`config.mk`:
```
export PLATFORM = sky130hd
export DESIGN_NAME = prc_cell
export DESIGN_NICKNAME = d
export VERILOG_FILES = /design/src/rtl/core/prc_pkg.sv /design/src/rtl/core/prc_cell.sv
export SDC_FILE = /design/constraint.sdc
export NUM_CORES = 1
export LEC_CHECK = 0
export BUFFER_PORTS_ARGS = -buffer_cell sky130_fd_sc_hd__buf_4
export CAP_MARGIN = 20
export CORE_UTILIZATION = 40
export DETAILED_ROUTE_END_ITERATION = 10
export SLEW_MARGIN = 20
export SYNTH_ARGS = -nofsm -noshare
export SYNTH_HDL_FRONTEND = slang
export SYNTH_SLANG_ARGS = --single-unit
export TNS_END_PERCENT = 100
```
`constraint.sdc`:
```
create_clock -name clk -period 6.51 [get_ports clk]
set_input_delay 1.302 -clock clk [delete_from_list [all_inputs] [get_ports clk]]
set_output_delay 1.302 -clock clk [all_outputs]
set_load 0.02 [all_outputs]
```
`src/rtl/core/prc_pkg.sv`:
```
package prc_pkg;

  // guard fraction bits carried below the integer part of x and y
  localparam int GUARD = 16;

  // width of the internal binary angle, one full turn is 2^ANGLE_W
  localparam int ANGLE_W = 32;

  localparam logic signed [ANGLE_W-1:0] QUARTER_TURN = 32'sh4000_0000;
  localparam logic signed [ANGLE_W-1:0] HALF_TURN_NEG = 32'sh8000_0000;

  // operation selector codes
  localparam logic FUNC_TO_POLAR = 1'b0;
  localparam logic FUNC_TO_RECT  = 1'b1;

  // atan(2^-i) in binary angle units
  localparam logic [ANGLE_W-1:0] ATAN [32] = '{
    32'h20000000, 32'h12E4051E, 32'h09FB385B, 32'h051111D4,
    32'h028B0D43, 32'h0145D7E1, 32'h00A2F61E, 32'h00517C55,
    32'h0028BE53, 32'h00145F2F, 32'h000A2F98, 32'h000517CC,
    32'h00028BE6, 32'h000145F3, 32'h0000A2FA, 32'h0000517D,
    32'h000028BE, 32'h0000145F, 32'h00000A30, 32'h00000518,
    32'h0000028C, 32'h00000146, 32'h000000A3, 32'h00000051,
    32'h00000029, 32'h00000014, 32'h0000000A, 32'h00000005,
    32'h00000003, 32'h00000001, 32'h00000001, 32'h00000000
  };

  // control bits that travel with each beat through the pipe
  typedef struct packed {
    logic func;  // operation selector
    logic spec;  // y zero in vectoring mode, data held through the cells
  } prc_ctl_t;

  // reciprocal of the cordic gain in q32, evaluated at elaboration only
  function automatic logic [31:0] inv_gain(input int n);
    logic [63:0] p;
    logic [63:0] v;
    logic [63:0] res;
    logic [63:0] b;
    logic [63:0] rem;
    logic [63:0] q;
    int i;
    p = 64'd1 << 62;
    for (i = 0; i < n; i++) p = p + (p >> (2 * i));
    // integer square root, q62 down to q31
    v = p;
    res = 64'd0;
    b = 64'd1 << 62;
    for (i = 0; i < 32; i++) begin
      if (b > v) b = b >> 2;
    end
    for (i = 0; i < 32; i++) begin
      if (b != 64'd0) begin
        if (v >= res + b) begin
          v = v - (res + b);
          res = (res >> 1) + b;
        end else begin
          res = res >> 1;
        end
        b = b >> 2;
      end
    end
    // restoring long division of 2^63 by the root
    rem = 64'd0;
    q = 64'd0;
    for (i = 63; i >= 0; i--) begin
      rem = {rem[62:0], (i == 63)};
      if (rem >= res) begin
        rem = rem - res;
        q[i] = 1'b1;
      end
    end
    return q[31:0];
  endfunction

endpackage

```
`src/rtl/core/prc_cell.sv`:
```
module prc_cell #(
  parameter int XW = 35,
  parameter int STAGE = 0
) (
  input  logic                               clk,
  input  logic                               rst,
  input  logic                               in_valid,
  output logic                               in_ready,
  input  prc_pkg::prc_ctl_t                  in_ctl,
  input  logic signed [XW-1:0]               in_x,
  input  logic signed [XW-1:0]               in_y,
  input  logic signed [prc_pkg::ANGLE_W-1:0] in_z,
  output logic                               out_valid,
  input  logic                               out_ready,
  output prc_pkg::prc_ctl_t                  out_ctl,
  output logic signed [XW-1:0]               out_x,
  output logic signed [XW-1:0]               out_y,
  output logic signed [prc_pkg::ANGLE_W-1:0] out_z
);
  import prc_pkg::*;

  localparam logic signed [ANGLE_W-1:0] STEP_ANGLE = ATAN[STAGE];

  logic                      cw;
  logic signed [XW-1:0]      xs;
  logic signed [XW-1:0]      ys;
  logic signed [XW-1:0]      x_next;
  logic signed [XW-1:0]      y_next;
  logic signed [ANGLE_W-1:0] z_next;

  assign in_ready = !out_valid || out_ready;

  always_comb begin
    xs = in_x >>> STAGE;
    ys = in_y >>> STAGE;
    // vectoring drives y to zero, rotation drives z to zero
    if (in_ctl.func == FUNC_TO_RECT) begin
      cw = in_z < 0;
    end else begin
      cw = in_y > 0;
    end
    if (in_ctl.spec) begin
      x_next = in_x;
      y_next = in_y;
      z_next = in_z;
    end else if (cw) begin
      x_next = in_x + ys;
      y_next = in_y - xs;
      z_next = in_z + STEP_ANGLE;
    end else begin
      x_next = in_x - ys;
      y_next = in_y + xs;
      z_next = in_z - STEP_ANGLE;
    end
  end

  always_ff @(posedge clk) begin
    if (rst) begin
      out_valid <= 1'b0;
    end else if (in_ready) begin
      out_valid <= in_valid;
    end
  end

  always_ff @(posedge clk) begin
    if (in_ready) begin
      out_ctl <= in_ctl;
      out_x   <= x_next;
      out_y   <= y_next;
      out_z   <= z_next;
    end
  end

endmodule

```
==> run summary <==
Status: finished, final reports clean
Reg-to-Reg Start: out_valid$_SDFFE_PP0P_
Top layer in use: met4
Synth Area per Inst: 8.41 um^2
Placer Congestion: 0.932
CTS clk-pin slew, worst paths: 90 ps
GR Overflow Total: 0
Least-Margin Pin Slew: 1070 ps
Critical Path RT: 6590 ps
Final setup vio count: 0
Combinational share of power: 41.8%
Min-delay src: out_valid$_SDFFE_PP0P_
Synth Register Bits: 105
Antenna violations before repair: 0
Area of the mapped netlist: 10400 um^2
Die area: 26800 um^2
Width of the die: 164 um
Synth area leader: edfxtp_1
Die height: 164 um
Final period util: 65.6%
PostCTS Resize Cnt: 0
Non-filler cells, final: 1745
Synthesis-to-finish area growth: 20.1%
Vias in the first global route: 9355
Post-Syn Instances: 1241
Synth Flop Type: edfxtp_1
Yosys top cell area share: 29.9%
CP top delay family: compound AO/OA/AOI/OAI gates
HPWL after DPL: 26500 um
Clock root cell: clkbuf_16
Worst Reg-to-Reg Cells: 2
Total Wirelength: 34500 um
Placed Instances: 1729
Total Routing Usage GR: 25.5%
Yosys cell types: 84
Worst-skew pair later-pin latency: 370 ps
EDFF count, synth: 104
Syn Nets: 1457
Core area: 25400 um^2
CTS tree: done
Post-route cell area: 12500 um^2
Initial drt markers: 879
Switching power: 989 uW
Synth area leaders: edfxtp_1 30%, ha_1 12%, a21oi_1 7.3%, o21ai_0 4.1%, inv_1 3.9%
Crit-path max cell delay: 620 ps
Hold Crit Class: flip-flop to flip-flop
Pwr Density: 201 nW/um^2
Worst R2R Setup Slack: 4850 ps
Met3 wire length: 2490 um
FF-to-FF End: out_y[1]$_DFFE_PP_
Critical path buffers and inverters: 2
Site Rows: 58
Clock share of power: 23.5%
Worst slack at placement: 1930 ps
Post-CTS Setup Repair Bufs: 0
CTS Buf Count: 9
Post-synth ARST share: 0%
Max FO, Critical Path: 12
Critical path launch point type: input pin
Crit end category: flip-flop
Sequential power share: 34.8%
Fin Hold WS: 961 ps
Layout cell share with drive strength beyond 1: 19.6%
Post-Place Cell Area: 12200 um^2
Nets: 1626
CTS Hold Bufs: 0
Residual DRC count: 0
Slew margin rel.: 28.7%
IO Count: 214
# H-tree levels: 3
Via count: 10100
Seq/Total Area, Yosys: 30.1%
Via density: 5.76
First-pass GRT wire length: 52500 um
Worst path cell trace: buf_4 > inv_1 > ha_1 > a21o_1 > a21o_1 > a221oi_1 > a21boi_0 > o211ai_1 > a21o_1 > a32oi_1 > or3_1 > a31oi_1
Achievable frequency: 0.234 GHz
Number of stages on the worst hold path: 1
Drt first pass iters: 5
Final hold vios: 0
Crit-path slowest cell: a21boi_0
Antenna Nets Post-Route: 0
RSZ-0062 raised after global routing: false
N_diodes: 0
Clock sinks: 105
Fin. max-slew vios: 0
WL per Instance: 19.7 um
Max Cap Viol: 0
Commonest cells in the netlist: 152 x a21oi_1, 109 x inv_1, 105 x nor2_1, 104 x edfxtp_1, 104 x ha_1
CP Class: input pin to flip-flop
Worst vdd ir: 0.104 mV
Final WS setup: 2240 ps
Top-count cell post-synth: a21oi_1
Pleak: 5.47 nW
YS warnings: 0
Critical Path Most Common Cell: a21o_1
Net Sw Frac: 39.2%
Hold endpoint: out_y[5]$_DFFE_PP_
Max clock buf depth: 2
Starting Density: 41.1%
Worst EP arrival: 4350 ps
Min cycle time layout: 4270 ps
Post-route setup TNS: 0 ps
DR WL met2: 14900 um
Internal: 1.54 mW
Largest net degree at the start of global routing: 79
Met1 WL: 16400 um
Worst Skew: 9.68 ps
PortBufs: 213
through the flow:
| step | util (%) | total power, mW |
|---|---|---|
| 2_1_floorplan | - | 1.57 |
| 3_3_place_gp | 48.1 | 1.93 |
| 3_5_place_dp | 48.1 | 1.93 |
| 4_1_cts | 49.4 | 2.53 |
| 5_1_grt | 49.4 | 2.66 |
| 6_report | 49.4 | 2.52 |
worst reg2reg max path, stage by stage, from the launching register on:
cell and delay, ps:
dfxtp_1 340, nand2b_4 370, buf_4 560
state kept, by name, summed over array words and instances (netlist names):
signal	count
out_ctl	2
out_valid	1
out_x	35
out_y	35
out_z	32
logic make-up (layout without fill, tap and decap cells):
family | count (synthesis) | after routing | synth area share (%)
buffers and inverters | 178 | 352 | 7.06
and+or+nand+nor | 329 | 329 | 15.2
adders and majority gates | 108 | 108 | 13.2
xor gates and xnor gates | 53 | 53 | 4.45
AOI/OAI and AO/OA | 444 | 444 | 27.6
DFF | 105 | 105 | 30.1
muxes | 24 | 24 | 2.30
cells in the final DEF (no fill, tap or decap), types with 6 or more instances in the layout:
cell type	netlist	routed
buf_4	5	222
a21oi_1	152	152
inv_1	109	109
nor2_1	105	105
ha_1	104	104
edfxtp_1	104	104
o21ai_0	85	85
nand2_1	76	76
xnor2_1	44	44
a21o_1	28	28
o21bai_1	25	25
mux2i_1	24	24
nor3_1	23	23
a31oi_1	23	23
nand3_1	19	19
nand4_1	17	17
nand2b_1	18	17
nor4_1	15	15
o211ai_1	15	15
nor2b_1	14	14
a211oi_1	14	14
or3_1	11	11
o21a_1	10	10
o31ai_1	10	10
xor2_1	9	9
clkbuf_16	0	9
o31a_1	7	7
and3_1	6	6
worst max path at each step:
stage	startpoint	to	slack, ps	depth (start not counted)
3_5_place_dp	in_x[13]	out_x[32]$_DFFE_PP_	1930	12
5_1_grt	in_x[9]	out_x[32]$_DFFE_PP_	2090	12
2_1_floorplan	out_ready	in_ready	1230	1
3_3_place_gp	in_x[13]	out_x[32]$_DFFE_PP_	2020	12
4_1_cts	in_x[13]	out_x[32]$_DFFE_PP_	2280	12
6_report	in_x[13]	out_x[32]$_DFFE_PP_	2240	12
power by group through the flow:
stage | registers (mW) | clock network, mW | logic, mW
floorplan | 1.01 | 0 | 0.559
global placement | 0.893 | 0 | 1.04
detailed placement | 0.893 | 0 | 1.04
CTS | 0.879 | 0.608 | 1.04
global route | 0.887 | 0.630 | 1.14
finish | 0.878 | 0.592 | 1.05
area by class of cell:
type	instances	area, um^2
fill	2490	12900
tap	330	413
inverter	114	428
sequential	105	3140
timing repair buffer	222	1670
clock buffer	9	225
multi-input combinational	958	6580
clock inverter	7	85.1
layer usage:
metal  track usage [%]  vias to the layer above
li1                  -                     4855
met1              37.1                     4749
met2              38.9                      410
met3              4.22                       43
met4              6.52                        0
met5                 0                        -
(Power assumes the default switching activity.)
