--- src/rtl/core/prc_pkg.sv ---
package prc_pkg;

  // guard fraction bits carried below the integer part of x and y
  localparam int GUARD = 16;

  // width of the internal binary angle, one full turn is 2^ANGLE_W
  localparam int ANGLE_W = 32;

  localparam logic signed [ANGLE_W-1:0] QUARTER_TURN = 32'sh4000_0000;
  localparam logic signed [ANGLE_W-1:0] HALF_TURN_NEG = 32'sh8000_0000;

  // operation selector codes
  localparam logic FUNC_TO_POLAR = 1'b0;
  localparam logic FUNC_TO_RECT  = 1'b1;

  // atan(2^-i) in binary angle units
  localparam logic [ANGLE_W-1:0] ATAN [32] = '{
    32'h20000000, 32'h12E4051E, 32'h09FB385B, 32'h051111D4,
    32'h028B0D43, 32'h0145D7E1, 32'h00A2F61E, 32'h00517C55,
    32'h0028BE53, 32'h00145F2F, 32'h000A2F98, 32'h000517CC,
    32'h00028BE6, 32'h000145F3, 32'h0000A2FA, 32'h0000517D,
    32'h000028BE, 32'h0000145F, 32'h00000A30, 32'h00000518,
    32'h0000028C, 32'h00000146, 32'h000000A3, 32'h00000051,
    32'h00000029, 32'h00000014, 32'h0000000A, 32'h00000005,
    32'h00000003, 32'h00000001, 32'h00000001, 32'h00000000
  };

  // control bits that travel with each beat through the pipe
  typedef struct packed {
    logic func;  // operation selector
    logic spec;  // y zero in vectoring mode, data held through the cells
  } prc_ctl_t;

  // reciprocal of the cordic gain in q32, evaluated at elaboration only
  function automatic logic [31:0] inv_gain(input int n);
    logic [63:0] p;
    logic [63:0] v;
    logic [63:0] res;
    logic [63:0] b;
    logic [63:0] rem;
    logic [63:0] q;
    int i;
    p = 64'd1 << 62;
    for (i = 0; i < n; i++) p = p + (p >> (2 * i));
    // integer square root, q62 down to q31
    v = p;
    res = 64'd0;
    b = 64'd1 << 62;
    for (i = 0; i < 32; i++) begin
      if (b > v) b = b >> 2;
    end
    for (i = 0; i < 32; i++) begin
      if (b != 64'd0) begin
        if (v >= res + b) begin
          v = v - (res + b);
          res = (res >> 1) + b;
        end else begin
          res = res >> 1;
        end
        b = b >> 2;
      end
    end
    // restoring long division of 2^63 by the root
    rem = 64'd0;
    q = 64'd0;
    for (i = 63; i >= 0; i--) begin
      rem = {rem[62:0], (i == 63)};
      if (rem >= res) begin
        rem = rem - res;
        q[i] = 1'b1;
      end
    end
    return q[31:0];
  endfunction

endpackage

--- src/rtl/core/prc_scale.sv ---
module prc_scale #(
  parameter int XW = 35,
  parameter logic [31:0] INV_GAIN = 32'h9B74EDA8,
  localparam int MAGW = (XW > 32) ? XW : 33,
  localparam int RW = MAGW + 1 - prc_pkg::GUARD
) (
  input  logic                 clk,
  input  logic [2:0]           en,
  input  logic signed [XW-1:0] v,
  input  logic                 bypass,
  output logic [RW-1:0]        mag,
  output logic                 neg
);
  import prc_pkg::*;

  localparam int TW = MAGW + 1;
  localparam logic [TW-1:0] ROUND_HALF = TW'(1) << (GUARD - 1);

  logic signed [MAGW-1:0] vx;
  logic [MAGW-1:0]        mag_abs;
  logic [MAGW-1:0]        mag1;
  logic                   neg1;
  logic                   byp1;
  logic [MAGW-1:0]        phi;
  logic [63:0]            plo;
  logic [RW-1:0]          trunc2;
  logic                   neg2;
  logic                   byp2;
  logic [TW-1:0]          sum;

  always_comb begin
    vx = MAGW'(v);
    mag_abs = vx[MAGW-1] ? MAGW'(-vx) : MAGW'(vx);
    // (hi * k) + ((lo * k) >> 32) is exactly floor(mag * k / 2^32)
    sum = TW'(phi) + TW'(plo[63:32]) + ROUND_HALF;
  end

  always_ff @(posedge clk) begin
    if (en[0]) begin
      mag1 <= mag_abs;
      neg1 <= v[XW-1];
      byp1 <= bypass;
    end
    if (en[1]) begin
      phi    <= MAGW'(mag1[MAGW-1:32]) * MAGW'(INV_GAIN);
      plo    <= 64'(mag1[31:0]) * 64'(INV_GAIN);
      trunc2 <= RW'(mag1 >> GUARD);
      neg2   <= neg1;
      byp2   <= byp1;
    end
    if (en[2]) begin
      mag <= byp2 ? trunc2 : RW'(sum >> GUARD);
      neg <= neg2;
    end
  end

endmodule

--- src/rtl/core/prc_comp.sv ---
module prc_comp #(
  parameter int DATA_WIDTH = 16,
  parameter int XW = 35,
  parameter logic [31:0] INV_GAIN = 32'h9B74EDA8
) (
  input  logic                               clk,
  input  logic                               rst,
  input  logic                               in_valid,
  output logic                               in_ready,
  input  prc_pkg::prc_ctl_t                  in_ctl,
  input  logic signed [XW-1:0]               in_x,
  input  logic signed [XW-1:0]               in_y,
  input  logic signed [prc_pkg::ANGLE_W-1:0] in_z,
  output logic                               out_valid,
  input  logic                               out_ready,
  output logic [DATA_WIDTH:0]                first_out,
  output logic [DATA_WIDTH-1:0]              second_out
);
  import prc_pkg::*;

  localparam int MAGW = (XW > 32) ? XW : 33;
  localparam int RW = MAGW + 1 - GUARD;
  localparam int SH = ANGLE_W - DATA_WIDTH;
  localparam logic [ANGLE_W-1:0] ZHALF = (ANGLE_W'(1) << SH) >> 1;
  localparam logic [RW-1:0] LIM_FULL = (RW'(1) << DATA_WIDTH) - RW'(1);
  localparam logic [RW-1:0] LIM_HALF = (RW'(1) << (DATA_WIDTH - 1)) - RW'(1);
  localparam logic [RW:0]   ONE_W = (RW+1)'(1);

  logic [3:0]            vld;
  logic [3:0]            rdy;
  logic [2:0]            func_p;
  logic [DATA_WIDTH-1:0] ang [3];
  logic [ANGLE_W-1:0]    zsum;
  logic [RW-1:0]         mag_x;
  logic [RW-1:0]         mag_y;
  logic                  neg_x;
  logic                  neg_y;
  logic [RW:0]           sat_x;
  logic [RW:0]           sat_y;
  logic [RW-1:0]         lim_x;

  function automatic logic [RW:0] clip(input logic [RW-1:0] m, input logic n,
                                       input logic [RW-1:0] lim);
    logic [RW:0] hi;
    hi = {1'b0, lim};
    if (!n) begin
      clip = ({1'b0, m} > hi) ? hi : {1'b0, m};
    end else begin
      clip = ({1'b0, m} > hi + ONE_W) ? -(hi + ONE_W) : -{1'b0, m};
    end
  endfunction

  always_comb begin
    rdy[3] = !vld[3] || out_ready;
    for (int k = 2; k >= 0; k--) rdy[k] = !vld[k] || rdy[k+1];
  end

  assign in_ready  = rdy[0];
  assign out_valid = vld[3];

  always_ff @(posedge clk) begin
    if (rst) begin
      vld <= '0;
    end else begin
      if (rdy[0]) vld[0] <= in_valid;
      for (int k = 1; k < 4; k++) begin
        if (rdy[k]) vld[k] <= vld[k-1];
      end
    end
  end

  // binary angle rounded half up to the output width
  assign zsum = in_z + ZHALF;

  always_ff @(posedge clk) begin
    if (rdy[0]) begin
      func_p[0] <= in_ctl.func;
      ang[0]    <= zsum[ANGLE_W-1:SH];
    end
    for (int k = 1; k < 3; k++) begin
      if (rdy[k]) begin
        func_p[k] <= func_p[k-1];
        ang[k]    <= ang[k-1];
      end
    end
  end

  prc_scale #(
    .XW       (XW),
    .INV_GAIN (INV_GAIN)
  ) u_scale_x (
    .clk    (clk),
    .en     (rdy[2:0]),
    .v      (in_x),
    .bypass (in_ctl.spec),
    .mag    (mag_x),
    .neg    (neg_x)
  );

  prc_scale #(
    .XW       (XW),
    .INV_GAIN (INV_GAIN)
  ) u_scale_y (
    .clk    (clk),
    .en     (rdy[2:0]),
    .v      (in_y),
    .bypass (1'b0),
    .mag    (mag_y),
    .neg    (neg_y)
  );

  always_comb begin
    lim_x = (func_p[2] == FUNC_TO_RECT) ? LIM_HALF : LIM_FULL;
    sat_x = clip(mag_x, neg_x, lim_x);
    sat_y = clip(mag_y, neg_y, LIM_HALF);
  end

  always_ff @(posedge clk) begin
    if (rdy[3]) begin
      first_out <= sat_x[DATA_WIDTH:0];
      if (func_p[2] == FUNC_TO_RECT) begin
        second_out <= sat_y[DATA_WIDTH-1:0];
      end else begin
        second_out <= ang[2];
      end
    end
  end

endmodule

--- config.mk ---
export PLATFORM = sky130hd
export DESIGN_NAME = prc_comp
export DESIGN_NICKNAME = d
export VERILOG_FILES = /design/src/rtl/core/prc_pkg.sv /design/src/rtl/core/prc_scale.sv /design/src/rtl/core/prc_comp.sv
export SDC_FILE = /design/constraint.sdc
export NUM_CORES = 2
export LEC_CHECK = 0
export BUFFER_PORTS_ARGS = -buffer_cell sky130_fd_sc_hd__buf_4
export CAP_MARGIN = 20
export CORE_MARGIN = 5
export CORE_UTILIZATION = 55
export DETAILED_ROUTE_END_ITERATION = 7
export MAX_ROUTING_LAYER = met4
export PLACE_DENSITY = 0.72
export SYNTH_ARGS = -nofsm -noshare
export SYNTH_HDL_FRONTEND = slang
export SYNTH_HIERARCHICAL = 1
export SYNTH_SLANG_ARGS = --single-unit
--- constraint.sdc ---
create_clock -name clk -period 9.4 [get_ports clk]
set_input_delay 0.47 -clock clk [delete_from_list [all_inputs] [get_ports clk]]
set_output_delay 0.47 -clock clk [all_outputs]
set_load 0.005 [all_outputs]
==> metrics.txt <==
max_slew headroom 32.0%; outcome finished clean; placeable core region approximately 100000 µm²; count of unresolved DRC violations after routing 0; overflow left after global routing 0; most frequent cells in the layout inv_1, fa_1, ha_1; CTS tree built; weighted congestion at the end of routability-driven global placement roughly 0.98; number of warnings issued by yosys 6; Port Buf Inserts about 130; number of setup violations in the final report 0; Routed Antenna Nets 0; Clock Sinks roughly 360; total detailed-routing wirelength about 140 mm; Iteration-0 DRC Markers between 2000 and 2500; fin nets roughly 7300; antenna violations before repair 4; Top FF cell, synth edfxtp_1; Placement Rows 116; number of buffers on the longest clock path 3; required time at the worst-slack endpoint around 9.7 ns; number of distinct standard cells referenced by the synthesized netlist 107; reg-to-reg setup timing slack about 1.1 ns; Crit Path Max Fanout 7; fraction of final layout cells with drive strength greater than 1 ~5%; die height about 330 µm; total negative slack for setup checks 0 ns; data arrival time of the critical path around 8.6 ns; number of CTS-inserted buffers between 40 and 50; shortest clock period the worst path allows after layout just over 8 ns; x dimension of the die about 330 µm; post-detailed-route via-to-cell ratio 5.47; count of hold-fix buffers inserted at cts 0; final non-filler cell total approximately 6800; CTS resizes 0; flop and latch count out of synthesis approximately 360; met2 layer wire length in the routed design roughly 68 mm; library cell with the largest summed area after synthesis fa_1; first-pass GRT wire length ~220 mm; Final Hold Violating Endpoints 0; estimated wirelength of the detail-placed design about 120 mm; WS Path Type reg -> reg; Cells after DPL 6722; mean instance size in the synthesized netlist ~11 µm²; R2R depth 24; initial core utilization a little under three fifths; delay of the slowest critical-path stage approximately 0.74 ns; Pins Over Slew Limit 0; master cell of the clock root buffer clkbuf_16; worst clock skew 0.0200 ns; FFs w/ async S/R, synth 0%; CP Capture Type flip-flop; portion of the clock cycle consumed by the worst path in the final layout slightly below 90%; total die area 108000 µm²; maximum number of pins on one net before global-route repair 94; leading cell type in the layout, fill and taps excluded inv_1; crit-path cells inv_1 -> fa_1 -> fa_1 -> inv_1 -> fa_1 -> inv_1 -> fa_1 -> inv_1 -> fa_1 -> fa_1 -> fa_1 -> inv_1 -> fa_1 -> inv_1 -> ha_1 -> a21oi_1 -> o211ai_1 -> a21oi_1 -> o22a_1 -> and3_1 -> nor2_2 -> a311oi_1 -> o31ai_1 -> xor2_1; CTS HTree Levels 2; clock slew at reported path FFs 0.06 ns; utilization after layout around 60%; cell count after synthesis roughly 5300; max-cap check violation count 0; Worst-Margin Slew roughly 1.0 ns; count of flip-flops with a built-in enable after synthesis 360; Seq/Total Area, Yosys between 15 and 20%; post-synth top area share between 30% and 40%; total setup buffers inserted after CTS 0; Mapped Area approximately 56000 µm²; final worst setup slack about 1.1 ns; cell with the biggest individual delay on the critical path edfxtp_1; worst-skew pair later-pin latency approximately 0.59 ns; Net Count, Synth approximately 7000; GRT Util Overall between 20 and 30%; number of global-route vias before repair 39574; DRT Pass-1 Iters 6; worst min-delay path category in -> reg; DP Worst Slack 1.19 ns; met3 wire length about 7.6 mm; routed metal-1 wire length approximately 58 mm; number of stages on the worst hold path 1; top-level port count approximately 140; routed len/inst 20.3 µm; Synth-to-Final Area Change 6.99%; FMAX between 100 and 150 MHz; unrepaired setup endpoints after global routing false; crit path launch type flip-flop; Max Used Layer met4; cell seen most often among critical-path stages fa_1; vias after detailed routing between 30000 and 40000; leading post-synthesis cells by cell area fa_1, edfxtp_1, ha_1, inv_1, xnor2_1
-- path summary, 6_finish.rpt --
path                               start                     endpoint
max          u_scale_x/mag1[5]$_DFFE_PP_  u_scale_x/plo[61]$_DFFE_PP_
min reg2reg         ang[0][17]$_DFFE_PP_         ang[0][33]$_DFFE_PP_
max reg2reg  u_scale_x/mag1[5]$_DFFE_PP_  u_scale_x/plo[61]$_DFFE_PP_
min                            in_ctl[0]     u_scale_x/byp1$_DFFE_PP_
-- synthesized netlist by cell type, types with 14 or more instances --
master,number
nor2_1,131
a31oi_1,32
clkbuf_1,65
xnor2_1,131
o211ai_1,16
ha_1,853
o31ai_1,39
nand4_1,47
a211oi_1,21
nor4_1,14
a311oi_1,15
o21bai_1,14
nand3_1,61
nor2b_1,14
xor2_1,58
nand2b_1,17
inv_1,1491
or4_1,16
edfxtp_1,360
nor3_1,41
o21a_1,26
and3_1,39
o21ai_0,153
a21oi_1,208
fa_1,918
nand2_1,185
or3_1,14
a21o_1,101
-- worst max-delay path, delay by kind of cell, from the launching register on --
family	cells	cell delay, ns
DFF	1	0.74
adders and majority gates	9	4.41
xor gates and xnor gates	1	0.16
buffers and inverters	6	0.58
and+or+nand+nor	2	0.45
AOI/OAI and AO/OA	6	1.66
-- cell families after synthesis --
| family | share of synthesized area (%) |
|---|---|
| fa+ha+maj | 52.0 |
| buf+inv | 10.8 |
| compound gates | 8.48 |
| simple gates | 6.17 |
| flops | 19.5 |
| xor+xnor | 2.96 |
| mux | 0.0941 |
| other cells | 0.00671 |
-- final cells by class --
cell class | count | area [µm²]
clock inverter | 24 | 338
clock buffer | 50 | 1100
inverter | 1493 | 5610
timing repair buffer | 151 | 1150
tap | 1357 | 1700
fill | 8410 | 40700
multi-input combinational | 3358 | 39000
sequential | 364 | 10900
antenna | 5 | 12.5
-- through the flow --
| stage | hold slack [ns] | instance area [µm²] |
|---|---|---|
| 2_1_floorplan | 0.400 | 55900 |
| 3_3_place_gp | 0.402 | 58300 |
| 3_5_place_dp | 0.405 | 58300 |
| 4_1_cts | 0.0243 | 59700 |
| 5_1_grt | 0.0290 | 59800 |
| 6_report | 0.0608 | 59800 |
-- routing by layer --
| metal | vias up | global-route usage [%] |
|---|---|---|
| li1 | 17323 | - |
| met5 | - | - |
| met1 | 18634 | 34.7 |
| met4 | 0 | 7.91 |
| met3 | 257 | 3.65 |
| met2 | 998 | 44.5 |
-- state kept, by name, summed over array words and instances (netlist names), 3 cells and up --
register / flops
ang: 48
first_out: 17
func_p: 3
second_out: 16
u_scale_x/mag: 20
u_scale_x/mag1: 35
u_scale_x/phi: 30
u_scale_x/plo: 29
u_scale_x/trunc2: 19
u_scale_y/mag: 20
u_scale_y/mag1: 35
u_scale_y/phi: 30
u_scale_y/plo: 29
u_scale_y/trunc2: 19
vld: 4
Power is not shown: default switching activity piles up to over one toggle a cycle in this logic, so the estimate is an artifact.
