[config.mk]
export PLATFORM = sky130hd
export DESIGN_NAME = prc_prep
export DESIGN_NICKNAME = d
export VERILOG_FILES = /design/src/rtl/core/prc_pkg.sv /design/src/rtl/core/prc_prep.sv
export SDC_FILE = /design/constraint.sdc
export NUM_CORES = 1
export LEC_CHECK = 0
export ABC_CLOCK_PERIOD_IN_PS = 2640
export BUFFER_PORTS_ARGS = -buffer_cell sky130_fd_sc_hd__buf_2
export CAP_MARGIN = 20
export CELL_PAD_IN_SITES_DETAIL_PLACEMENT = 0
export CELL_PAD_IN_SITES_GLOBAL_PLACEMENT = 1
export CORE_ASPECT_RATIO = 0.75
export CORE_MARGIN = 10
export CORE_UTILIZATION = 39
export DETAILED_ROUTE_END_ITERATION = 7
export GPL_ROUTABILITY_DRIVEN = 1
export PLACE_DENSITY = 0.85
export SYNTH_ARGS = -nofsm -noshare
export SYNTH_HDL_FRONTEND = slang
export SYNTH_SLANG_ARGS = --single-unit
[constraint.sdc]
create_clock -name clk -period 2.64 [get_ports clk]
set_clock_uncertainty 0.1 [all_clocks]
set_input_delay 0.264 -clock clk [delete_from_list [all_inputs] [get_ports clk]]
set_output_delay 0.264 -clock clk [all_outputs]
set_load 0.01 [all_outputs]
[src/rtl/core/prc_pkg.sv]
package prc_pkg;

  // guard fraction bits carried below the integer part of x and y
  localparam int GUARD = 16;

  // width of the internal binary angle, one full turn is 2^ANGLE_W
  localparam int ANGLE_W = 32;

  localparam logic signed [ANGLE_W-1:0] QUARTER_TURN = 32'sh4000_0000;
  localparam logic signed [ANGLE_W-1:0] HALF_TURN_NEG = 32'sh8000_0000;

  // operation selector codes
  localparam logic FUNC_TO_POLAR = 1'b0;
  localparam logic FUNC_TO_RECT  = 1'b1;

  // atan(2^-i) in binary angle units
  localparam logic [ANGLE_W-1:0] ATAN [32] = '{
    32'h20000000, 32'h12E4051E, 32'h09FB385B, 32'h051111D4,
    32'h028B0D43, 32'h0145D7E1, 32'h00A2F61E, 32'h00517C55,
    32'h0028BE53, 32'h00145F2F, 32'h000A2F98, 32'h000517CC,
    32'h00028BE6, 32'h000145F3, 32'h0000A2FA, 32'h0000517D,
    32'h000028BE, 32'h0000145F, 32'h00000A30, 32'h00000518,
    32'h0000028C, 32'h00000146, 32'h000000A3, 32'h00000051,
    32'h00000029, 32'h00000014, 32'h0000000A, 32'h00000005,
    32'h00000003, 32'h00000001, 32'h00000001, 32'h00000000
  };

  // control bits that travel with each beat through the pipe
  typedef struct packed {
    logic func;  // operation selector
    logic spec;  // y zero in vectoring mode, data held through the cells
  } prc_ctl_t;

  // reciprocal of the cordic gain in q32, evaluated at elaboration only
  function automatic logic [31:0] inv_gain(input int n);
    logic [63:0] p;
    logic [63:0] v;
    logic [63:0] res;
    logic [63:0] b;
    logic [63:0] rem;
    logic [63:0] q;
    int i;
    p = 64'd1 << 62;
    for (i = 0; i < n; i++) p = p + (p >> (2 * i));
    // integer square root, q62 down to q31
    v = p;
    res = 64'd0;
    b = 64'd1 << 62;
    for (i = 0; i < 32; i++) begin
      if (b > v) b = b >> 2;
    end
    for (i = 0; i < 32; i++) begin
      if (b != 64'd0) begin
        if (v >= res + b) begin
          v = v - (res + b);
          res = (res >> 1) + b;
        end else begin
          res = res >> 1;
        end
        b = b >> 2;
      end
    end
    // restoring long division of 2^63 by the root
    rem = 64'd0;
    q = 64'd0;
    for (i = 63; i >= 0; i--) begin
      rem = {rem[62:0], (i == 63)};
      if (rem >= res) begin
        rem = rem - res;
        q[i] = 1'b1;
      end
    end
    return q[31:0];
  endfunction

endpackage

[src/rtl/core/prc_prep.sv]
module prc_prep #(
  parameter int DATA_WIDTH = 16,
  parameter int XW = 35
) (
  input  logic                         clk,
  input  logic                         rst,
  input  logic                         in_valid,
  output logic                         in_ready,
  input  logic                         func,
  input  logic signed [DATA_WIDTH-1:0] first_in,
  input  logic signed [DATA_WIDTH-1:0] second_in,
  output logic                         out_valid,
  input  logic                         out_ready,
  output prc_pkg::prc_ctl_t            out_ctl,
  output logic signed [XW-1:0]         out_x,
  output logic signed [XW-1:0]         out_y,
  output logic signed [prc_pkg::ANGLE_W-1:0] out_z
);
  import prc_pkg::*;

  localparam int SH = ANGLE_W - DATA_WIDTH;

  logic signed [XW-1:0]      xa;
  logic signed [XW-1:0]      yb;
  logic signed [ANGLE_W-1:0] zb;
  logic signed [XW-1:0]      x_next;
  logic signed [XW-1:0]      y_next;
  logic signed [ANGLE_W-1:0] z_next;
  prc_ctl_t                  ctl_next;

  assign in_ready = !out_valid || out_ready;

  always_comb begin
    xa = XW'(first_in) <<< GUARD;
    yb = XW'(second_in) <<< GUARD;
    zb = ANGLE_W'(second_in) <<< SH;
    ctl_next.func = func;
    ctl_next.spec = 1'b0;
    x_next = xa;
    y_next = yb;
    z_next = '0;
    if (func == FUNC_TO_POLAR) begin
      if (second_in == '0) begin
        // on the x axis: magnitude is |x|, angle 0 or -pi
        ctl_next.spec = 1'b1;
        y_next = '0;
        if (xa < 0) begin
          x_next = -xa;
          z_next = HALF_TURN_NEG;
        end
      end else if (xa < 0) begin
        // fold the left half plane by a quarter turn
        if (yb > 0) begin
          x_next = yb;
          y_next = -xa;
          z_next = QUARTER_TURN;
        end else begin
          x_next = -yb;
          y_next = xa;
          z_next = -QUARTER_TURN;
        end
      end
    end else begin
      z_next = zb;
      if (zb > QUARTER_TURN) begin
        x_next = '0;
        y_next = xa;
        z_next = zb - QUARTER_TURN;
      end else if (zb < -QUARTER_TURN) begin
        x_next = '0;
        y_next = -xa;
        z_next = zb + QUARTER_TURN;
      end else begin
        y_next = '0;
      end
    end
  end

  always_ff @(posedge clk) begin
    if (rst) begin
      out_valid <= 1'b0;
    end else if (in_ready) begin
      out_valid <= in_valid;
    end
  end

  always_ff @(posedge clk) begin
    if (in_ready) begin
      out_ctl <= ctl_next;
      out_x   <= x_next;
      out_y   <= y_next;
      out_z   <= z_next;
    end
  end

endmodule

==> impl_metrics.env, run 1 <==
export IMPL_vias=4401
export IMPL_grt_pass1_wl_mm=24.3
export IMPL_routed_wl_mm=15.8
export IMPL_synth_seq_cells=57
export IMPL_internal_power_w=0.00206
export IMPL_required_ns=2.61
export IMPL_ios=143
export IMPL_synth_top_cell_area_share_pct=36.8
export IMPL_setup_violations=0
export IMPL_io_buffers=94
export IMPL_met2_usage_pct=27.3
export IMPL_first_pass_iters=5
export IMPL_dpl_hpwl_mm=11.8
export IMPL_p_leak_nw=2.45
export IMPL_setup_worst_path_start_class="input pin"
export IMPL_cts_buffers=9
export IMPL_viasPerCell=5.59
export IMPL_arrival_ns=2.27
export IMPL_cts_setup_buffers=0
export IMPL_swShare_pct=28.7
export IMPL_grt_total_usage_pct=18.5
export IMPL_syn2layout_area_growth_pct=22.1
export IMPL_grt_max_degree=30
export IMPL_cts_clk_slew_worst_paths_ns=0.05
export IMPL_dp_slack_ns=0.0206
export IMPL_yosysMostFrequentCell="edfxtp_1"
export IMPL_p_switching_w=0.000829
export IMPL_drc=0
export IMPL_grt_overflow_total=0
export IMPL_synth_seq_area_share_pct=37.3
export IMPL_dieHeight_um=114
export IMPL_synth_avg_cell_area_um2=9.17
export IMPL_cts_sinks=57
export IMPL_max_cap_violations=0
export IMPL_fin_crit_sh_pct=87.2
export IMPL_worst_slack_ns=0.337
export IMPL_tightest_slew_ns=0.737
export IMPL_max_slew_margin_pct=50.7
export IMPL_cts_root_buffer="clkbuf_16"
export IMPL_cts_tree="yes"
export IMPL_htreeDepth=3
export IMPL_synth_warning_count=0
export IMPL_synthTopCellsByArea="edfxtp_1 37%, buf_4 8.2%, o21ai_0 4.1%, nor3_1 3.1%, ha_1 3.0%"
export IMPL_hp_class="input pin to flip-flop"
export IMPL_clock_path_buffers=2
export IMPL_start_util_pct=39.6
export IMPL_synth_area_leader_cell="edfxtp_1"
export IMPL_ys_top_cells_by_count="56 x edfxtp_1, 50 x buf_4, 37 x o21ai_0"
export IMPL_ir_worst_vdd_uv=306
export IMPL_synth_edf_count=56
export IMPL_pwr_share_seq_pct=38.8
export IMPL_synth_cell_type_count=74
export IMPL_hold_violations=0
export IMPL_ys_async_sr_fraction_pct=0
export IMPL_rsz0062_at_grt="no"
export IMPL_grtUsageMet3_pct=5.98
export IMPL_nets=668
export IMPL_avgRoutedWirePerCell_um=20.1
export IMPL_fin_crit_ns=2.30
export IMPL_grt_pass1_vias=4232
export IMPL_busiest_layer="met2"
export IMPL_netlist_instances=498
export IMPL_p_comb_share_pct=22.0
export IMPL_end_kind="flip-flop"
export IMPL_cp_slowest_stage_delay_ns=0.53
export IMPL_ant_nets=0
export IMPL_die_area_um2=16500
export IMPL_crit_chain="buf_2 > inv_1 > ha_1 > or4b_4 > o41ai_4 > buf_12 > nand2_1 > mux2i_1 > o211ai_1"
export IMPL_power_w=0.00289
export IMPL_drive_gt1_share_pct=28.8
export IMPL_rows=34
export IMPL_critPathSlowestCell="or4b_4"
export IMPL_cts_resized=0
export IMPL_critical_path_max_fanout=15
export IMPL_utilization_pct=48.3
export IMPL_fin_setup_tns_ns=0
export IMPL_max_freq_ghz=0.434
export IMPL_clock_latency_ns=0.34
export IMPL_core_um2=11500
export IMPL_die_width_um=145
export IMPL_grt_use_met1_pct=25.1
export IMPL_p_clk_share_pct=39.2
export IMPL_antenna_found_initial=0
export IMPL_synthFlopType="edfxtp_1"
export IMPL_p_per_area_nw_per_um2=519
export IMPL_critical_path_class="input pin to flip-flop"
export IMPL_status="complete, no violations"
export IMPL_diodes=0
export IMPL_synthesis_area_um2=4560
export IMPL_gp_congestion=0.935
export IMPL_slew_violations=0
export IMPL_drtIter0Drc=434
-- cell usage in the layout, fill, tap and decap left out, drive strengths merged, types with 4 or more instances in the layout --
master and instances:
o22ai 13, clkbuf 12, o211ai 5, inv 17
nor4 7, nor3 29, and4 6, a22o 6
ha 11, a22oi 11, mux2i 4, nand4 6
a21oi 15, o2bb2ai 4, nand3 7, nor2b 6
o21ai 39, nand2 33, a21o 5, o31ai 7
clkinv 4, conb 48, buf 147, edfxtp 56
and3 7, xnor2 10, nor2 35, and2 13
o21a 10
-- state kept, by name (all words and copies together), names as in the netlist --
name / count
out_y: 19
out_ctl: 2
out_x: 19
out_z: 16
out_valid: 1
-- metrics by stage --
| step | instance area (um2) | cells | hold WS [ns] |
|---|---|---|---|
| finish | 5570 | 787 | 0.0584 |
| global route | 5570 | 787 | 0.0783 |
| CTS | 5570 | 787 | 0.0528 |
| detailed placement | 5280 | 770 | 0.333 |
| global placement | 5280 | 770 | 0.323 |
| floorplan | 4740 | 545 | 0.233 |
-- worst max-delay path: cells and delay by family --
kind | cells | cell delay, ns
AND/OR/NAND/NOR | 2 | 0.60
AO/OA/AOI/OAI | 2 | 0.59
adder cells (fa/ha/maj) | 1 | 0.20
multiplexers | 1 | 0.21
buffers and inverters | 3 | 0.40
-- layout make-up --
class,count,area (um2)
clock buffer,12,236
clock inverter,4,43.8
fill,1110,5960
inverter,18,67.6
multi-input combinational,386,2400
sequential,57,1700
tap,162,203
timing repair buffer,148,916
-- logic make-up after synthesis --
family | Yosys count | share of synthesized area [%]
DFF | 57 | 37.3
and+or+nand+nor | 167 | 20.1
buffers and inverters | 102 | 14.0
muxes | 5 | 1.12
AOI/OAI and AO/OA | 142 | 21.9
xor gates and xnor gates | 13 | 2.49
other | 1 | 0.0822
adders and majority gates | 11 | 3.02
-- path summary, 6_finish.rpt --
kind	start	slack, ns	endpoint	cells after the start
max	second_in[1]	0.34	out_x[25]$_DFFE_PP_	9
min	in_valid	0.06	out_valid$_SDFFE_PP0P_	3
max reg2reg	out_valid$_SDFFE_PP0P_	1.29	out_x[34]$_DFFE_PP_	2
min reg2reg	out_valid$_SDFFE_PP0P_	0.73	out_z[22]$_SDFFCE_PN0P_	1
-- repair_timing --
item	in CTS	in global routing
hold endpoints to repair	1	0
endpoints found under the setup margin	0	0
hold buffers	1	0
-- power by group through the flow --
stage               logic, W  clock network, W  registers, W
floorplan           0.000362                 0       0.00119
global placement    0.000620                 0       0.00114
detailed placement  0.000626                 0       0.00114
CTS                 0.000631           0.00115       0.00113
global route        0.000691           0.00118       0.00113
finish              0.000636           0.00113       0.00112
-- metal layers --
layer	wire (um)	up-vias
met2	6750	272
li1	-	2015
met5	0	-
met4	238	0
met3	1560	19
met1	7230	2095
No activity file was read; power rests on OpenSTA's default activity.
==> run 2: changes to the inputs <==
--- a/config.mk
+++ b/config.mk
@@ -5,6 +5,7 @@
 export SDC_FILE = /design/constraint.sdc
 export NUM_CORES = 1
 export LEC_CHECK = 0
+export ABC_AREA = 1
 export ABC_CLOCK_PERIOD_IN_PS = 2640
 export BUFFER_PORTS_ARGS = -buffer_cell sky130_fd_sc_hd__buf_2
 export CAP_MARGIN = 20
@@ -12,7 +13,7 @@
 export CELL_PAD_IN_SITES_GLOBAL_PLACEMENT = 1
 export CORE_ASPECT_RATIO = 0.75
 export CORE_MARGIN = 10
-export CORE_UTILIZATION = 39
+export CORE_UTILIZATION = 37
 export DETAILED_ROUTE_END_ITERATION = 7
 export GPL_ROUTABILITY_DRIVEN = 1
 export PLACE_DENSITY = 0.85
==> run 2 against run 1 <==
- synthesized cell count increased by 30%
- via count increased by 1.3%
- critical path depth increased by 3
- critical endpoint is now out_x[18]$_DFFE_PP_
==> impl_metrics.env, run 2 <==
export IMPL_r2r_start="out_valid$_SDFFE_PP0P_"
export IMPL_critical_path_max_fanout=9
export IMPL_drive_gt1_share_pct=20.1
export IMPL_clock_latency_ns=0.33
export IMPL_cts_root_buffer="clkbuf_16"
export IMPL_setup_violations=0
export IMPL_fin_crit_ns=2.16
export IMPL_synth_cell_type_count=36
export IMPL_drc=0
export IMPL_ys_top_cells_by_count="228 x nand2_1, 63 x inv_1, 56 x edfxtp_1"
export IMPL_viasPerCell=4.88
export IMPL_yosysMostFrequentCell="nand2_1"
export IMPL_slew_violations=0
export IMPL_synth_area_leader_cell="edfxtp_1"
export IMPL_vias=4458
export IMPL_dieHeight_um=117
export IMPL_clock_path_buffers=2
export IMPL_final_common_cell="nand2_1"
export IMPL_ys_async_sr_fraction_pct=0
export IMPL_tightest_slew_ns=0.703
export IMPL_p_clk_share_pct=37.2
export IMPL_synth_avg_cell_area_um2=7.13
export IMPL_cts_buffers=9
export IMPL_first_pass_iters=5
export IMPL_syn2layout_area_growth_pct=16.3
export IMPL_p_comb_share_pct=22.2
export IMPL_cts_setup_buffers=0
export IMPL_internal_power_w=0.00192
export IMPL_synthesis_area_um2=4610
export IMPL_reg_largest_list="out_x x19, out_y x19, out_z x16"
export IMPL_pwr_share_seq_pct=40.6
export IMPL_p_switching_w=0.000846
export IMPL_avgRoutedWirePerCell_um=16.8
export IMPL_place_area_um2=5090
export IMPL_gp_congestion=0.988
export IMPL_nets=791
export IMPL_rows=35
export IMPL_io_buffers=94
export IMPL_max_slew_margin_pct=53.0
export IMPL_grt_total_usage_pct=17.5
export IMPL_cts_hold_buf=1
export IMPL_arrival_ns=2.27
export IMPL_dpl_hpwl_mm=12.1
export IMPL_ios=143
export IMPL_netlist_instances=646
export IMPL_grt_overflow_total=0
export IMPL_fin_setup_tns_ns=0
export IMPL_cts_clk_slew_worst_paths_ns=0.05
export IMPL_grt_pass1_wl_mm=23.6
export IMPL_max_freq_ghz=0.463
export IMPL_synthTopCellsByArea="edfxtp_1 36%, nand2_1 19%, buf_4 8.5%, nand3_1 5.4%, inv_1 5.1%"
export IMPL_routed_wl_mm=15.4
export IMPL_cts_resized=0
export IMPL_setup_worst_path_start_class="input pin"
export IMPL_antenna_found_initial=0
export IMPL_min_from="in_valid"
export IMPL_final_area_um2=5360
export IMPL_fin_crit_sh_pct=81.9
export IMPL_critical_path_class="input pin to flip-flop"
export IMPL_final_cell_mix="227 x nand2_1, 94 x buf_2, 63 x inv_1, 56 x edfxtp_1, 50 x nand3_1"
export IMPL_regArea_um2=1700
export IMPL_swShare_pct=30.6
export IMPL_cts_tree="yes"
export IMPL_htreeDepth=3
export IMPL_cts_sinks=57
export IMPL_multi_input_area_um2=2300
export IMPL_core_um2=12200
export IMPL_p_leak_nw=2.84
export IMPL_die_width_um=149
export IMPL_grt_pass1_vias=4308
export IMPL_hp_class="input pin to flip-flop"
export IMPL_synth_warning_count=0
export IMPL_required_ns=2.75
export IMPL_rsz0062_at_grt="no"
export IMPL_critPathLaunch="second_in[15]"
export IMPL_synth_seq_area_share_pct=36.9
export IMPL_max_cap_violations=0
export IMPL_synthFlopType="edfxtp_1"
export IMPL_start_util_pct=37.7
export IMPL_status="complete, no violations"
export IMPL_synth_seq_cells=57
export IMPL_nFillCells=1278
export IMPL_end_kind="flip-flop"
export IMPL_drtIter0Drc=412
export IMPL_diodes=0
export IMPL_synth_top_cell_area_share_pct=36.5
export IMPL_die_area_um2=17400
export IMPL_hold_violations=0
export IMPL_ir_worst_vdd_uv=303
export IMPL_grt_max_degree=42
export IMPL_synth_edf_count=56
export IMPL_p_per_area_nw_per_um2=516
export IMPL_ant_nets=0
[run 2: cells by family (layout without fill, tap and decap cells)]
| family | count (synthesis) | in the layout | share of synthesized area [%] |
|---|---|---|---|
| xor+xnor | 9 | 9 | 1.71 |
| other cells | 1 | 48 | 0.0814 |
| buf+inv | 143 | 198 | 17.0 |
| fa+ha+maj | 11 | 11 | 2.99 |
| flops | 57 | 57 | 36.9 |
| simple gates | 349 | 349 | 32.6 |
| compound gates | 76 | 76 | 8.66 |
[run 2: cell type report]
| type | count | area share, % |
|---|---|---|
| clock buffer | 11 | 4.34 |
| inverter | 68 | 4.76 |
| timing repair buffer | 114 | 11.9 |
| sequential | 57 | 31.8 |
| clock inverter | 5 | 0.420 |
| multi-input combinational | 493 | 43.0 |
| tap | 166 | 3.88 |
[run 2: worst max-delay path, stage by stage]
cell     delay [ns]
buf_2          0.16
inv_1          0.14
ha_1           0.18
nand2_1        0.05
nor2_1         0.15
nand2_1        0.09
nand2_2        0.11
nand2_1        0.12
nor2_2         0.30
inv_1          0.16
o21ai_0        0.35
buf_4          0.17
[run 2: path summary, 6_finish.rpt]
check	endpoint	slack (ns)	depth (start not counted)
worst max-delay path	out_x[18]$_DFFE_PP_	0.48	12
worst min-delay path	out_valid$_SDFFE_PP0P_	0.06	3
worst max register to register	out_z[20]$_SDFFCE_PN0P_	1.12	2
worst min register to register	out_x[26]$_DFFE_PP_	0.96	1
[run 2: per-layer routing]
layer / global-route usage [%] / part of all wire, %
met1: 23.3 / 46
met2: 25.8 / 43
met3: 5.65 / 9.6
met4: 6.65 / 2.1
met5: 0 / 0
[run 2: power by group through the flow]
| stage | logic [W] | clock network [W] | registers (W) |
|---|---|---|---|
| 4_1_cts | 0.000612 | 0.00105 | 0.00112 |
| 2_1_floorplan | 0.000364 | 0 | 0.00119 |
| 3_3_place_gp | 0.000610 | 0 | 0.00114 |
| 6_report | 0.000615 | 0.00103 | 0.00112 |
| 3_5_place_dp | 0.000608 | 0 | 0.00114 |
| 5_1_grt | 0.000687 | 0.00109 | 0.00113 |
[run 2: metrics by stage]
step	power [W]	instances	utilization, %	setup WS [ns]	hold slack (ns)
finish	0.00276	914	43.9	0.479	0.0632
floorplan	0.00156	693	-	0.488	0.233
global placement	0.00175	897	41.7	0.150	0.321
detailed placement	0.00175	897	41.7	0.195	0.329
global route	0.00291	914	43.9	0.251	0.0624
CTS	0.00279	914	43.9	0.534	0.0564
==> run 3: changes to the inputs <==
--- a/config.mk
+++ b/config.mk
@@ -6,17 +6,17 @@
 export NUM_CORES = 1
 export LEC_CHECK = 0
 export ABC_AREA = 1
-export ABC_CLOCK_PERIOD_IN_PS = 2640
+export ABC_CLOCK_PERIOD_IN_PS = 1800
 export BUFFER_PORTS_ARGS = -buffer_cell sky130_fd_sc_hd__buf_2
 export CAP_MARGIN = 20
 export CELL_PAD_IN_SITES_DETAIL_PLACEMENT = 0
 export CELL_PAD_IN_SITES_GLOBAL_PLACEMENT = 1
 export CORE_ASPECT_RATIO = 0.75
 export CORE_MARGIN = 10
-export CORE_UTILIZATION = 37
+export CORE_UTILIZATION = 33
 export DETAILED_ROUTE_END_ITERATION = 7
 export GPL_ROUTABILITY_DRIVEN = 1
-export PLACE_DENSITY = 0.85
+export PLACE_DENSITY = 0.8
 export SYNTH_ARGS = -nofsm -noshare
 export SYNTH_HDL_FRONTEND = slang
 export SYNTH_SLANG_ARGS = --single-unit
==> constraint.sdc (replaced) <==
create_clock -name clk -period 1.8 [get_ports clk]
set_clock_uncertainty 0.1 [all_clocks]
set_input_delay 0.18 -clock clk [delete_from_list [all_inputs] [get_ports clk]]
set_output_delay 0.18 -clock clk [all_outputs]
set_load 0.01 [all_outputs]
==> run 3 against run 2 <==
- core utilization up 1.0 points
- power up 60%
- sequential share of layout area down 4.1 points
- combinational power up 67%
- clock power up 69%
- die area up 10%
- sequential power up 46%
- worst setup slack worse by 0.37 ns
- register-to-register slack worse by 0.88 ns
- count of clock-buffer cells in the layout up 2
- critical endpoint is now out_x[28]$_DFFE_PP_
- highest routed layer unchanged
==> impl_metrics.env, run 3 (synthesis results as in run 2) <==
export IMPL_r2r_slack_ns=0.24
export IMPL_rows=37
export IMPL_rsz0062_at_grt="no"
export IMPL_grt_pass1_wl_mm=24.3
export IMPL_grt_overflow_total=0
export IMPL_path_buf_inv=2
export IMPL_min_from="second_in[1]"
export IMPL_fin_cells=999
export IMPL_core_um2=13700
export IMPL_antenna_found_initial=0
export IMPL_crit_chain="buf_2 > inv_1 > ha_2 > nand3_4 > nor2_8 > nand3_2 > nor2_4 > nand3_1 > nand3_1 > nand2_1 > nand2_1"
export IMPL_max_freq_ghz=0.593
export IMPL_die_width_um=156
export IMPL_r2r_start="out_valid$_SDFFE_PP0P_"
export IMPL_p_clk_share_pct=39.5
export IMPL_nFillCells=1429
export IMPL_rr_worst_depth=4
export IMPL_ios=143
export IMPL_p_per_area_nw_per_um2=718
export IMPL_ant_nets=0
export IMPL_cts_clk_slew_worst_paths_ns=0.05
export IMPL_pwr_share_seq_pct=37.2
export IMPL_start_util_pct=33.6
export IMPL_dp_slack_ns=-0.419
export IMPL_cts_tree="yes"
export IMPL_gp_congestion=0.946
export IMPL_drc=0
export IMPL_htreeDepth=3
export IMPL_final_cell_mix="226 x nand2_1, 92 x buf_2, 91 x buf_4, 60 x inv_1, 56 x edfxtp_1"
export IMPL_dpl_hpwl_mm=12.0
export IMPL_placed_cells=980
export IMPL_setup_worst_path_start_class="input pin"
export IMPL_final_common_cell="nand2_1"
export IMPL_slew_violations=0
export IMPL_end_kind="flip-flop"
export IMPL_fin_crit_ns=1.69
export IMPL_first_pass_iters=5
export IMPL_avgRoutedWirePerCell_um=15.2
export IMPL_required_ns=1.90
export IMPL_routed_wl_mm=15.2
export IMPL_rr_endpoint="out_valid$_SDFFE_PP0P_"
export IMPL_fin_crit_sh_pct=93.7
export IMPL_status="complete, no violations"
export IMPL_power_w=0.00441
export IMPL_p_switching_w=0.00126
export IMPL_viasPerCell=4.60
export IMPL_io_buffers=94
export IMPL_vias=4596
export IMPL_syn2layout_area_growth_pct=33.4
export IMPL_critical_path_max_fanout=9
export IMPL_grt_total_usage_pct=15.9
export IMPL_p_leak_nw=3.26
export IMPL_grt_max_degree=59
export IMPL_critPathTopFamily="simple AND/OR/NAND/NOR gates"
export IMPL_utilization_pct=44.9
export IMPL_grt_pass1_vias=4573
export IMPL_worst_slack_ns=0.114
export IMPL_ir_worst_vdd_uv=503
export IMPL_hp_class="input pin to flip-flop"
export IMPL_clock_path_buffers=2
export IMPL_dieHeight_um=122
export IMPL_setup_violations=0
export IMPL_cts_buffers=9
export IMPL_diodes=0
export IMPL_critPathSlowestCell="nor2_4"
export IMPL_holdPathStages=3
export IMPL_internal_power_w=0.00315
export IMPL_cp_slowest_stage_delay_ns=0.30
export IMPL_reg_largest_list="out_x x19, out_y x19, out_z x16"
export IMPL_max_cap_violations=0
export IMPL_worstSetupPathDepth=11
export IMPL_arrival_ns=1.78
export IMPL_swShare_pct=28.6
export IMPL_drive_gt1_share_pct=29.1
export IMPL_critical_path_class="input pin to flip-flop"
export IMPL_cts_sinks=57
export IMPL_cts_root_buffer="clkbuf_16"
export IMPL_die_area_um2=19100
export IMPL_min_to="out_z[17]$_SDFFCE_PN0P_"
export IMPL_p_comb_share_pct=23.4
export IMPL_drtIter0Drc=316
export IMPL_clock_latency_ns=0.33
export IMPL_hold_violations=0
export IMPL_nets=867
## run 3: changes by cell type in the layout (fill, tap and decap cells not counted), moves of 3 or more
cell / change
nor2_1: -3
buf_4: +73
ha_1: -3
inv_1: -3
o21ai_1: +4
buf_12: +3
nor2_4: +3
o21ai_0: -4
## run 3: tightest hold or removal path: stages
cell	delay (ns)
buf_2	0.09
nand2_1	0.04
inv_1	0.05
## run 3: final cells by class
type                    count  area, um2  share of cell area [%]
clock buffers              13        260                    4.23
clock inverters             3       40.0                   0.651
inverters                  68        287                    4.66
multi-input cells         493       2380                    38.8
flip-flops and latches     57       1700                    27.7
well taps                 175        219                    3.56
repair buffers            190       1250                    20.4
## run 3: power by group through the flow
stage | logic, W | clock network (W) | registers, W
floorplan | 0.000553 | 0 | 0.00175
global placement | 0.00102 | 0 | 0.00166
detailed placement | 0.00102 | 0 | 0.00167
CTS | 0.00103 | 0.00178 | 0.00164
global route | 0.00115 | 0.00184 | 0.00166
finish | 0.00103 | 0.00174 | 0.00164
## run 3: per-layer routing
layer / global-route usage (%) / up-vias / part of all wire, %
li1: - / 2340 / -
met5: 0 / - / 0
met2: 25.1 / 177 / 44
met1: 21.3 / 2061 / 47
met3: 4.47 / 18 / 7.6
met4: 3.82 / 0 / 1.2
## run 3: repair_timing
item / 4_1_cts / 5_1_grt
pin swaps: 5 / 6
resized for setup: 5 / 9
setup endpoints to repair: 2 / 15
buffers inserted: 1 / 0
endpoints found under the hold margin: 1 / 0
cloned: 0 / 0
hold buffers: 2 / 0
## run 3: metrics by stage
stage / cell area (um2) / hold WS, ns / TNS [ns]
after floorplan: 4890 / 0.149 / -0.0186
after global placement: 5780 / 0.239 / -6.27
after detailed placement: 5780 / 0.241 / -6.90
after CTS: 6130 / 0.0219 / 0
after global routing: 6150 / 0.0577 / 0
final: 6150 / 0.0305 / 0
## run 3: worst max path at each step
stage | from | end | slack, ns
after detailed placement | first_in[1] | out_y[32]$_DFFE_PP_ | -0.42
final | second_in[1] | out_x[28]$_DFFE_PP_ | 0.11
after global placement | first_in[1] | out_y[34]$_DFFE_PP_ | -0.36
after floorplan | first_in[1] | out_y[34]$_DFFE_PP_ | -0.02
after CTS | first_in[0] | out_y[32]$_DFFE_PP_ | 0.004
after global routing | second_in[1] | out_x[24]$_DFFE_PP_ | 0.01
